**src/hw/rtl/imu_sa_pkg.sv**
```systemverilog
// Shared types and constants for the IMU sliding-average filter.
// Used by the controller, the datapath and the top level.
`timescale 1ns / 1ps

package imu_sa_pkg;

  // Window and channel layout
  localparam int Window   = 30;
  localparam int NumCh    = 10;
  localparam int NumQuat  = 4;
  localparam int QuatBase = 6;
  localparam int ChW      = 16;
  localparam int MinFill  = 3;

  // Derived widths
  localparam int CntW     = $clog2(Window + 1);
  localparam int SlotW    = $clog2(Window);
  localparam int SumW     = ChW + $clog2(Window);
  localparam int QIdxW    = $clog2(NumQuat);
  localparam int NormW    = 2 * ChW + 1;          // sum of four squares
  localparam int FracSh   = 28;                   // Q1.14 squared
  localparam int RootW    = ChW + 15;             // floor(sqrt(N << 28))
  localparam int RadW     = 2 * RootW;            // radicand register
  localparam int RemW     = NormW + 2;            // root remainder
  localparam int QBits    = 16;                   // normalize quotient bits
  localparam int StepW    = $clog2(RootW);
  localparam int QuatOne  = 16384;

  typedef logic [NumCh-1:0][ChW-1:0] sample_t;

  // Controller to datapath commands
  typedef struct packed {
    logic             capture;
    logic             update;
    logic             div_init;
    logic             div_step;
    logic             sq_clr;
    logic             sq_step;
    logic [QIdxW-1:0] sq_idx;
    logic             rt_init;
    logic             rt_step;
    logic             nd_init;
    logic             nd_step;
    logic             out_load;
  } cmd_t;

  // Datapath to controller status
  typedef struct packed {
    logic smooth_next;
    logic norm_zero;
  } status_t;

endpackage

```
**src/hw/rtl/imu_sa_ctrl.sv**
```systemverilog
// Controller state machine of the IMU sliding-average filter.
// Depends on imu_sa_pkg; drives the datapath through cmd_t.
`timescale 1ns / 1ps

module imu_sa_ctrl (
  input  logic                clk_i,
  input  logic                rst_ni,
  input  logic                in_valid_i,
  output logic                in_ready_o,
  output logic                out_valid_o,
  input  logic                out_ready_i,
  input  imu_sa_pkg::status_t status_i,
  output imu_sa_pkg::cmd_t    cmd_o
);
  import imu_sa_pkg::*;

  typedef enum logic [9:0] {
    S_IDLE  = 10'b0000000001,
    S_UPD   = 10'b0000000010,
    S_DINIT = 10'b0000000100,
    S_DIV   = 10'b0000001000,
    S_SQ    = 10'b0000010000,
    S_CHECK = 10'b0000100000,
    S_ROOT  = 10'b0001000000,
    S_NINIT = 10'b0010000000,
    S_NDIV  = 10'b0100000000,
    S_DONE  = 10'b1000000000
  } state_e;

  state_e           state_q, state_d;
  logic [StepW-1:0] cnt_q, cnt_d;
  logic             ovalid_q, ovalid_d;

  // Next state, step counter and commands
  always_comb begin
    state_d = state_q;
    cnt_d   = cnt_q;
    cmd_o   = '0;
    unique case (state_q)
      S_IDLE: begin
        if (in_valid_i) begin
          cmd_o.capture = 1'b1;
          state_d       = S_UPD;
        end
      end
      S_UPD: begin
        cmd_o.update = 1'b1;
        state_d      = status_i.smooth_next ? S_DINIT : S_DONE;
      end
      S_DINIT: begin
        cmd_o.div_init = 1'b1;
        cmd_o.sq_clr   = 1'b1;
        cnt_d          = '0;
        state_d        = S_DIV;
      end
      S_DIV: begin
        cmd_o.div_step = 1'b1;
        cnt_d          = cnt_q + 1'b1;
        if (cnt_q == StepW'(SumW - 1)) begin
          cnt_d   = '0;
          state_d = S_SQ;
        end
      end
      S_SQ: begin
        cmd_o.sq_step = 1'b1;
        cmd_o.sq_idx  = cnt_q[QIdxW-1:0];
        cnt_d         = cnt_q + 1'b1;
        if (cnt_q == StepW'(NumQuat - 1)) begin
          cnt_d   = '0;
          state_d = S_CHECK;
        end
      end
      S_CHECK: begin
        if (status_i.norm_zero) begin
          state_d = S_DONE;
        end else begin
          cmd_o.rt_init = 1'b1;
          state_d       = S_ROOT;
        end
      end
      S_ROOT: begin
        cmd_o.rt_step = 1'b1;
        cnt_d         = cnt_q + 1'b1;
        if (cnt_q == StepW'(RootW - 1)) begin
          cnt_d   = '0;
          state_d = S_NINIT;
        end
      end
      S_NINIT: begin
        cmd_o.nd_init = 1'b1;
        state_d       = S_NDIV;
      end
      S_NDIV: begin
        cmd_o.nd_step = 1'b1;
        cnt_d         = cnt_q + 1'b1;
        if (cnt_q == StepW'(QBits - 1)) begin
          cnt_d   = '0;
          state_d = S_DONE;
        end
      end
      S_DONE: begin
        if (!ovalid_q || out_ready_i) begin
          cmd_o.out_load = 1'b1;
          state_d        = S_IDLE;
        end
      end
      default: state_d = S_IDLE;
    endcase
  end

  // Hold the result word until taken
  always_comb begin
    ovalid_d = ovalid_q;
    if (cmd_o.out_load) begin
      ovalid_d = 1'b1;
    end else if (out_ready_i) begin
      ovalid_d = 1'b0;
    end
  end

  always_ff @(posedge clk_i or negedge rst_ni) begin
    if (!rst_ni) begin
      state_q  <= S_IDLE;
      cnt_q    <= '0;
      ovalid_q <= 1'b0;
    end else begin
      state_q  <= state_d;
      cnt_q    <= cnt_d;
      ovalid_q <= ovalid_d;
    end
  end

  assign in_ready_o  = (state_q == S_IDLE);
  assign out_valid_o = ovalid_q;

endmodule

```
**config.mk**
```make
export PLATFORM = sky130hd
export DESIGN_NAME = imu_sa_ctrl
export DESIGN_NICKNAME = d
export VERILOG_FILES = /design/src/hw/rtl/imu_sa_pkg.sv /design/src/hw/rtl/imu_sa_ctrl.sv
export SDC_FILE = /design/constraint.sdc
export NUM_CORES = 1
export LEC_CHECK = 0
export BUFFER_PORTS_ARGS = -buffer_cell sky130_fd_sc_hd__buf_2
export CAP_MARGIN = 25
export CORE_MARGIN = 2
export CORE_UTILIZATION = 25
export DETAILED_ROUTE_END_ITERATION = 8
export PLACE_DENSITY_LB_ADDON = 0.1
export SETUP_SLACK_MARGIN = 0.1
export SLEW_MARGIN = 20
export SYNTH_ARGS = -nofsm -noshare
export SYNTH_HDL_FRONTEND = slang
export SYNTH_SLANG_ARGS = --single-unit
```
**constraint.sdc**
```tcl
create_clock -name clk_i -period 4.1 [get_ports clk_i]
set_clock_uncertainty 0.2 [all_clocks]
set_input_delay 0.82 -clock clk_i [delete_from_list [all_inputs] [get_ports clk_i]]
set_output_delay 0.82 -clock clk_i [all_outputs]
set_load 0.01 [all_outputs]
```
# --- Word-level counts from Yosys, hierarchy flattened ---
# Index checks and enable logic that the tools add are counted.
classes:
  n_addsub: 1
  n_eq_ne: 20
  mux: 29
  reduce_logical: 5
ops:
  columns: ["operator", "count"]
  rows:
  - ["one-hot mux 10 bit (10 select lines)", 1]
  - ["two-way mux 10 bit", 8]
  - ["one-hot mux 5 bit (5 select lines)", 1]
  - ["two-way mux 5 bit", 4]
  - ["two-way mux 1 bit", 14]
  - ["inequality test 2 bit, second input constant", 6]
  - ["equality test 10 x 1 -> 1 bit, second input constant", 1]
  - ["equality test 10 bit, second input constant", 1]
  - ["equality test 10 x 2 -> 1 bit, second input constant", 1]
  - ["equality test 10 x 3 -> 1 bit, second input constant", 1]
  - ["equality test 10 x 4 -> 1 bit, second input constant", 1]
  - ["equality test 10 x 5 -> 1 bit, second input constant", 1]
  - ["equality test 10 x 6 -> 1 bit, second input constant", 1]
  - ["equality test 10 x 7 -> 1 bit, second input constant", 1]
  - ["equality test 10 x 8 -> 1 bit, second input constant", 1]
  - ["equality test 10 x 9 -> 1 bit, second input constant", 1]
  - ["equality test 5 bit, second input constant", 2]
  - ["AND reduction 6 bit", 1]
  - ["adder 5 x 1 -> 5 bit, second input constant", 1]
  - ["equality test 5 x 2 -> 1 bit, second input constant", 1]
  - ["equality test 5 x 4 -> 1 bit, second input constant", 1]
  - ["nonzero test 5 bit", 1]
  - ["two-way mux 3 bit", 1]
  - ["nonzero test 2 bit", 1]
  - ["2 further kinds", 2]
totals:
  register_bits: 16
  input_bits: 6
  output_inout_bits: 15
  wordCells: 58

# --- Longest topological paths before layout ---
# Gate-level depths: netlist of run 1.
logic_depth:
  word_depth: 5
  ltp_mapped: 9
  ltp_nobuf: 9

# --- Worst setup path before layout of run 1 ---
# Ideal clock, no wire load.
synth_timing:
  kind: "register -> output"
  from: "register state_q[5]"
  to: "output port cmd_o[0] in the netlist's numbering"
  t_arrival_ps: 1615
  required_ps: 3080
  path_slack_ps: 1465
  stages_incl_launch_ff: 8
  n_path_buf: 3
  path_cell_list: "dfrtp_1 clkbuf_8 nor4_2 nand2_1 buf_4 or3_1 nor2b_1 buf_4"
synth_lines:
  columns: ["element", "line", "source"]
  rows:
  - ["start, declared", "imu_sa_ctrl.sv:30", "state_e state_q, state_d;"]
  - ["start signal, assigned", "imu_sa_ctrl.sv:127", "state_q <= state_d;"]
  - ["end, declared", "imu_sa_ctrl.sv:13", "output imu_sa_pkg::cmd_t cmd_o"]

==> results of run 1 <==
## path summary, 6_finish.rpt
check                      slack, ns  startpoint         end  cells after the start
max                             0.99  state_q[1]    cmd_o[0]                      5
min                             0.28      rst_ni  state_q[2]                      1
max reg2reg                     1.86  state_q[7]  state_q[9]                      5
min reg2reg                     0.38    cnt_q[0]    cnt_q[0]                      2
max in group asynchronous       3.10      rst_ni  state_q[0]                      1
min in group clk_i              0.38    cnt_q[0]    cnt_q[0]                      2
## where the power goes
part           switching (mW)  internal (mW)  leakage, nW  total (mW)
Sequential             0.0399          0.185        0.217       0.225
Combinational           0.156          0.105        0.415       0.260
Clock                  0.0635         0.0855       0.0288       0.149
Total                   0.259          0.375        0.661       0.634
## layout make-up
class / count / area share
Inverter: 9 / 0.0249
Timing Repair Buffer: 20 / 0.0737
Sequential cell: 16 / 0.296
Multi-Input combinational cell: 95 / 0.516
Tap cell: 54 / 0.0497
Clock buffer: 4 / 0.0405
## cells by family (layout without fill, tap and decap cells)
family                   Yosys count  after routing
AND/OR/NAND/NOR                   66             66
buffers and inverters             14             33
XOR/XNOR                           4              4
flip-flops                        16             16
AO/OA/AOI/OAI                     20             20
adder cells (fa/ha/maj)            5              5
## metal layers
metal | vias up | track usage | routed length (microns)
met4 | 0 | 0.0514 | 64
li1 | 492 | - | -
met2 | 27 | 0.188 | 1310
met1 | 458 | 0.157 | 1340
met5 | - | 0 | 0
met3 | 7 | 0.0262 | 149
## cells in the mapped netlist
cell type,number
a22o_1,2
nand3b_1,2
nor4bb_1,1
nor4b_2,1
o32a_1,1
and4b_2,1
nor2_1,17
o31ai_2,1
inv_1,9
nand4_1,3
nor3_2,1
a22oi_1,1
nor3_1,2
clkbuf_8,2
o32ai_1,1
nand4_4,1
o22ai_1,3
nand4bb_1,1
or4b_4,1
nand2b_1,2
or3_1,1
o311a_4,1
nor2b_1,1
nor4_1,2
dfstp_2,1
a21oi_1,1
xnor2_1,2
dfrtp_1,15
o2bb2ai_1,1
and2b_2,1
o21ai_0,4
nor4_2,1
nor3_4,2
and2_1,3
nand3_1,7
xor2_1,2
o2111ai_1,2
o211ai_2,1
nand2_1,10
buf_4,3
ha_1,5
or2b_2,4
nor3b_1,1
a211o_4,1
## through the flow
stage                     worst slack [ns]  utilization  hold WS, ns
after floorplan                       1.47            -        0.324
after global placement                1.32        0.280        0.357
after detailed placement              1.29        0.280        0.372
after CTS                             1.00        0.292        0.296
after global routing                 0.867        0.292        0.305
final                                0.994        0.292        0.279
## state kept, by name, indices dropped and copies added (netlist names)
register,cells
state_q,10
out_valid_o,1
cnt_q,5
==> flow_metrics.tcl, run 1 <==
set metrics [dict create \
    multi_input_area_sq_um 701 \
    path_class "reg -> out" \
    cts_resized 0 \
    drive_gt1_frac 0.292 \
    dr.pass1.iters 4 \
    crit_arrival_ns 2.09 \
    crit_fanout 11 \
    synth_cell_types 44 \
    grt_antenna_before_repair 0 \
    grt_max_degree 17 \
    die_x_microns 72.9 \
    hold_viol_final 0 \
    synth_nets 136 \
    drtIter0Drc 49 \
    setup_tns_ns 0 \
    clk_path_buf_depth 2 \
    clkTransAtPathRegs_ns 0.08 \
    cp_slowest_cell "dfrtp_1" \
    path_delay_family "simple AND/OR/NAND/NOR gates" \
    synth.yosys.warnings 0 \
    vias 984 \
    wl_per_cell_microns 14.5 \
    placed_cell_area_sq_mm 0.00130 \
    drv_slew 0 \
    mostFrequentLayoutCell "buf_2" \
    setup_viol 0 \
    grt_overflow_total 0 \
    synthCells 125 \
    yosys.area.top_type_share 0.316 \
    seq_area_sq_um 402 \
    synth-simple-area-share 0.359 \
    grt_pass1_wl_microns 4820 \
    die-area_sq_mm 0.00531 \
    cp_data_required_time_ns 3.08 \
    dp.cells 194 \
    start_kind "flip-flop" \
    final_cell_mix "buf_2, nor2_1, dfrtp_1, nand2_1, inv_1" \
    synthAdderAreaFrac 0.0527 \
    cts_buffers 3 \
    htreeDepth 1 \
    synth.cell_area_sq_mm 0.00119 \
    die_h_microns 72.9 \
    port_buffers 20 \
    ir_worst_vdd_mv 0.146 \
    period_share 0.758 \
    post_cts_buffers 0 \
    status "finished, final reports clean" \
    relSlewSlack 0.540 \
    drc_errors 0 \
    yosysSeqAreaShare 0.339 \
    start_util 0.254 \
    drv_cap 0 \
    cts_root_buf "clkbuf_8" \
    stdcell_area_sq_mm 0.00136 \
    ios 21 \
    end_kind "output pin" \
    cp_num_buf_inv 1 \
    hold_path_class "in -> async" \
    synth_xor_area_frac 0.0295 \
    worst_pin_slew_ns 0.684 \
    synth_compound_area_frac 0.150 \
    clk_latency_ns 0.26 \
    syn2layout_area_growth_pct 14.6 \
    power_density_mw_per_mm2 466 \
    rows 25 \
    fill_cells 506 \
    leakage_nw 0.661 \
    synth_top_family_by_area "simple AND/OR/NAND/NOR gates" \
    max_freq_mhz 322 \
    muxShareOfSynthArea 0 \
    ant_nets 0 \
    period_minus_slack_ns 3.11 \
    instances_no_fill 198 \
    fin_nets 156 \
    synth_seq_cells 16 \
    antenna_cells_inserted 0 \
    hpwl_microns 2250 \
    cts_sinks 16 \
    grt_usage 0.119 \
    p_total_mw 0.634 \
    routed_wl_microns 2860 \
    cts_hold_buf 0 \
    core_sq_mm 0.00466 \
    cts_tree "yes" \
    routed_via_density 4.97 \
    first_global_vias 968 \
    slowest_delay_ns 0.47 \
    grt_setup_unrepaired "false" \
    synth.avg_cell_area_sq_um 9.49 \
    crit_chain "nor4_2 -> nand2_1 -> or3_1 -> nor2b_1 -> buf_2" \
    place_congestion 0.795 \
    synth_area_leaders "dfrtp_1, nor2_1, ha_1, nand2_1, nand3_1" \
    yosys.area.top_type "dfrtp_1" \
]
Note: power is estimated with default switching activity, not from simulation.
==> run 2: changes to the inputs <==
==> constraint.sdc (replaced) <==
create_clock -name clk_i -period 2.81 [get_ports clk_i]
set_clock_uncertainty 0.2 [all_clocks]
set_input_delay 0.562 -clock clk_i [delete_from_list [all_inputs] [get_ports clk_i]]
set_output_delay 0.562 -clock clk_i [all_outputs]
set_load 0.01 [all_outputs]
==> flow_metrics.tcl, run 2 (same netlist as run 1, synthesis figures left out) <==
set metrics [dict create \
    status "finished, final reports clean" \
    cts_sinks 16 \
    rrSetupSlack_ns 0.62 \
    post_cts_buffers 0 \
    hold_viol_final 0 \
    cp_slowest_cell "dfrtp_1" \
    ir_worst_vdd_mv 0.211 \
    power_density_mw_per_mm2 687 \
    combPwrFrac 0.423 \
    wl_per_cell_microns 14.8 \
    max_freq_mhz 386 \
    stdcell_area_sq_mm 0.00139 \
    cp_data_required_time_ns 2.05 \
    grt_antenna_before_repair 0 \
    worst_slack_ns 0.221 \
    relSlewSlack 0.676 \
    drc_errors 0 \
    p_int_mw 0.568 \
    routed_wl_microns 2960 \
    slowest_delay_ns 0.48 \
    start_util 0.254 \
    rows 25 \
    timing.rr.start "cnt_q[1]" \
    cts_tree "yes" \
    clk_path_buf_depth 2 \
    worst_pin_slew_ns 0.479 \
    instances_no_fill 200 \
    htreeDepth 1 \
    grt_setup_unrepaired "true" \
    fin_nets 158 \
    r2r_cells 6 \
    placed_cell_area_sq_mm 0.00132 \
    dp.cells 196 \
    die_h_microns 72.9 \
    period_minus_slack_ns 2.59 \
    routed_via_density 5.01 \
    drive_gt1_frac 0.315 \
    crit_fanout 8 \
    p_sw_mw 0.384 \
    clkPwrFrac 0.227 \
    final_cell_mix "buf_2, nor2_1, dfrtp_1, nand2_1, inv_1" \
    grt_overflow_total 0 \
    path_class "reg -> out" \
    largest_reg_flops 10 \
    place_ws_ns 0.482 \
    die_x_microns 72.9 \
    port_buffers 20 \
    start_kind "flip-flop" \
    dr.pass1.iters 2 \
    core_sq_mm 0.00466 \
    setup_tns_ns 0 \
    ios 21 \
    drtIter0Drc 21 \
    vias 1002 \
    first_global_vias 1027 \
    crit_arrival_ns 1.83 \
    crit_chain "nor4_2 -> nand2_1 -> or3_1 -> nor2b_1 -> buf_2" \
    cts_hold_buf 0 \
    leakage_nw 0.673 \
    end_kind "output pin" \
    grt_usage 0.126 \
    mostFrequentLayoutCell "buf_2" \
    setup_viol 0 \
    clkTransAtPathRegs_ns 0.07 \
    hold_path_class "in -> async" \
    hpwl_microns 2290 \
    switching_share 0.403 \
    place_congestion 0.847 \
    drv_cap 0 \
    cts_buffers 3 \
    drv_slew 0 \
    grt_max_degree 17 \
    clk_latency_ns 0.26 \
    seq_power_share 0.350 \
    period_share 0.921 \
    antenna_cells_inserted 0 \
    rr_endpoint "state_q[4]" \
    ant_nets 0 \
    final_util 0.297 \
    syn2layout_area_growth_pct 16.8 \
    die-area_sq_mm 0.00531 \
    grt_pass1_wl_microns 5060 \
    cts_root_buf "clkbuf_8" \
    regMostFlops "state_q" \
]
run 2: worst max path at each step:
stage | startpoint | end | slack (ns) | cells after the start
after CTS | state_q[7] | cmd_o[11] | 0.21 | 4
after floorplan | state_q[5] | cmd_o[0] | 0.43 | 7
after global routing | state_q[1] | cmd_o[0] | 0.09 | 5
final | state_q[1] | cmd_o[0] | 0.22 | 5
after detailed placement | state_q[7] | cmd_o[11] | 0.48 | 4
after global placement | state_q[7] | cmd_o[11] | 0.50 | 4
run 2: layout make-up:
cell class	count	area, sq um
Fill cell	519	3280
Multi-Input combinational cell	95	712
Sequential cell	16	402
Timing Repair Buffer	22	115
Tap cell	54	67.6
Clock buffer	4	55.1
Inverter	9	33.8
run 2: worst max-delay path: cells and delay by family (launching register included):
kind / cells / cell delay (ns)
and+or+nand+nor: 4 / 0.97
DFF: 1 / 0.48
buffers and inverters: 1 / 0.13
run 2: repair_timing:
item                                   in CTS  in global routing
setup endpoints to repair                   0                  4
endpoints found under the hold margin       0                  0
resized for setup                           0                  2
run 2: power groups by stage:
stage / combinational [mW] / clock, mW / sequential, mW
3_3_place_gp: 0.406 / 0 / 0.331
3_5_place_dp: 0.401 / 0 / 0.332
2_1_floorplan: 0.303 / 0 / 0.319
5_1_grt: 0.454 / 0.237 / 0.341
6_report: 0.403 / 0.216 / 0.333
4_1_cts: 0.401 / 0.227 / 0.328
run 2: metal layers:
metal,up-vias,global-route usage,wire [microns]
met2,16,0.214,1450
met5,-,0,0
met4,0,0.0370,35
li1,490,-,-
met3,2,0.0387,126
met1,494,0.153,1350
run 2: stage by stage:
stage,power (mW),hold WS (ns)
after floorplan,0.621,0.0664
after global placement,0.738,0.319
after detailed placement,0.733,0.314
after CTS,0.956,0.0361
after global routing,1.03,0.0522
final,0.952,0.0252
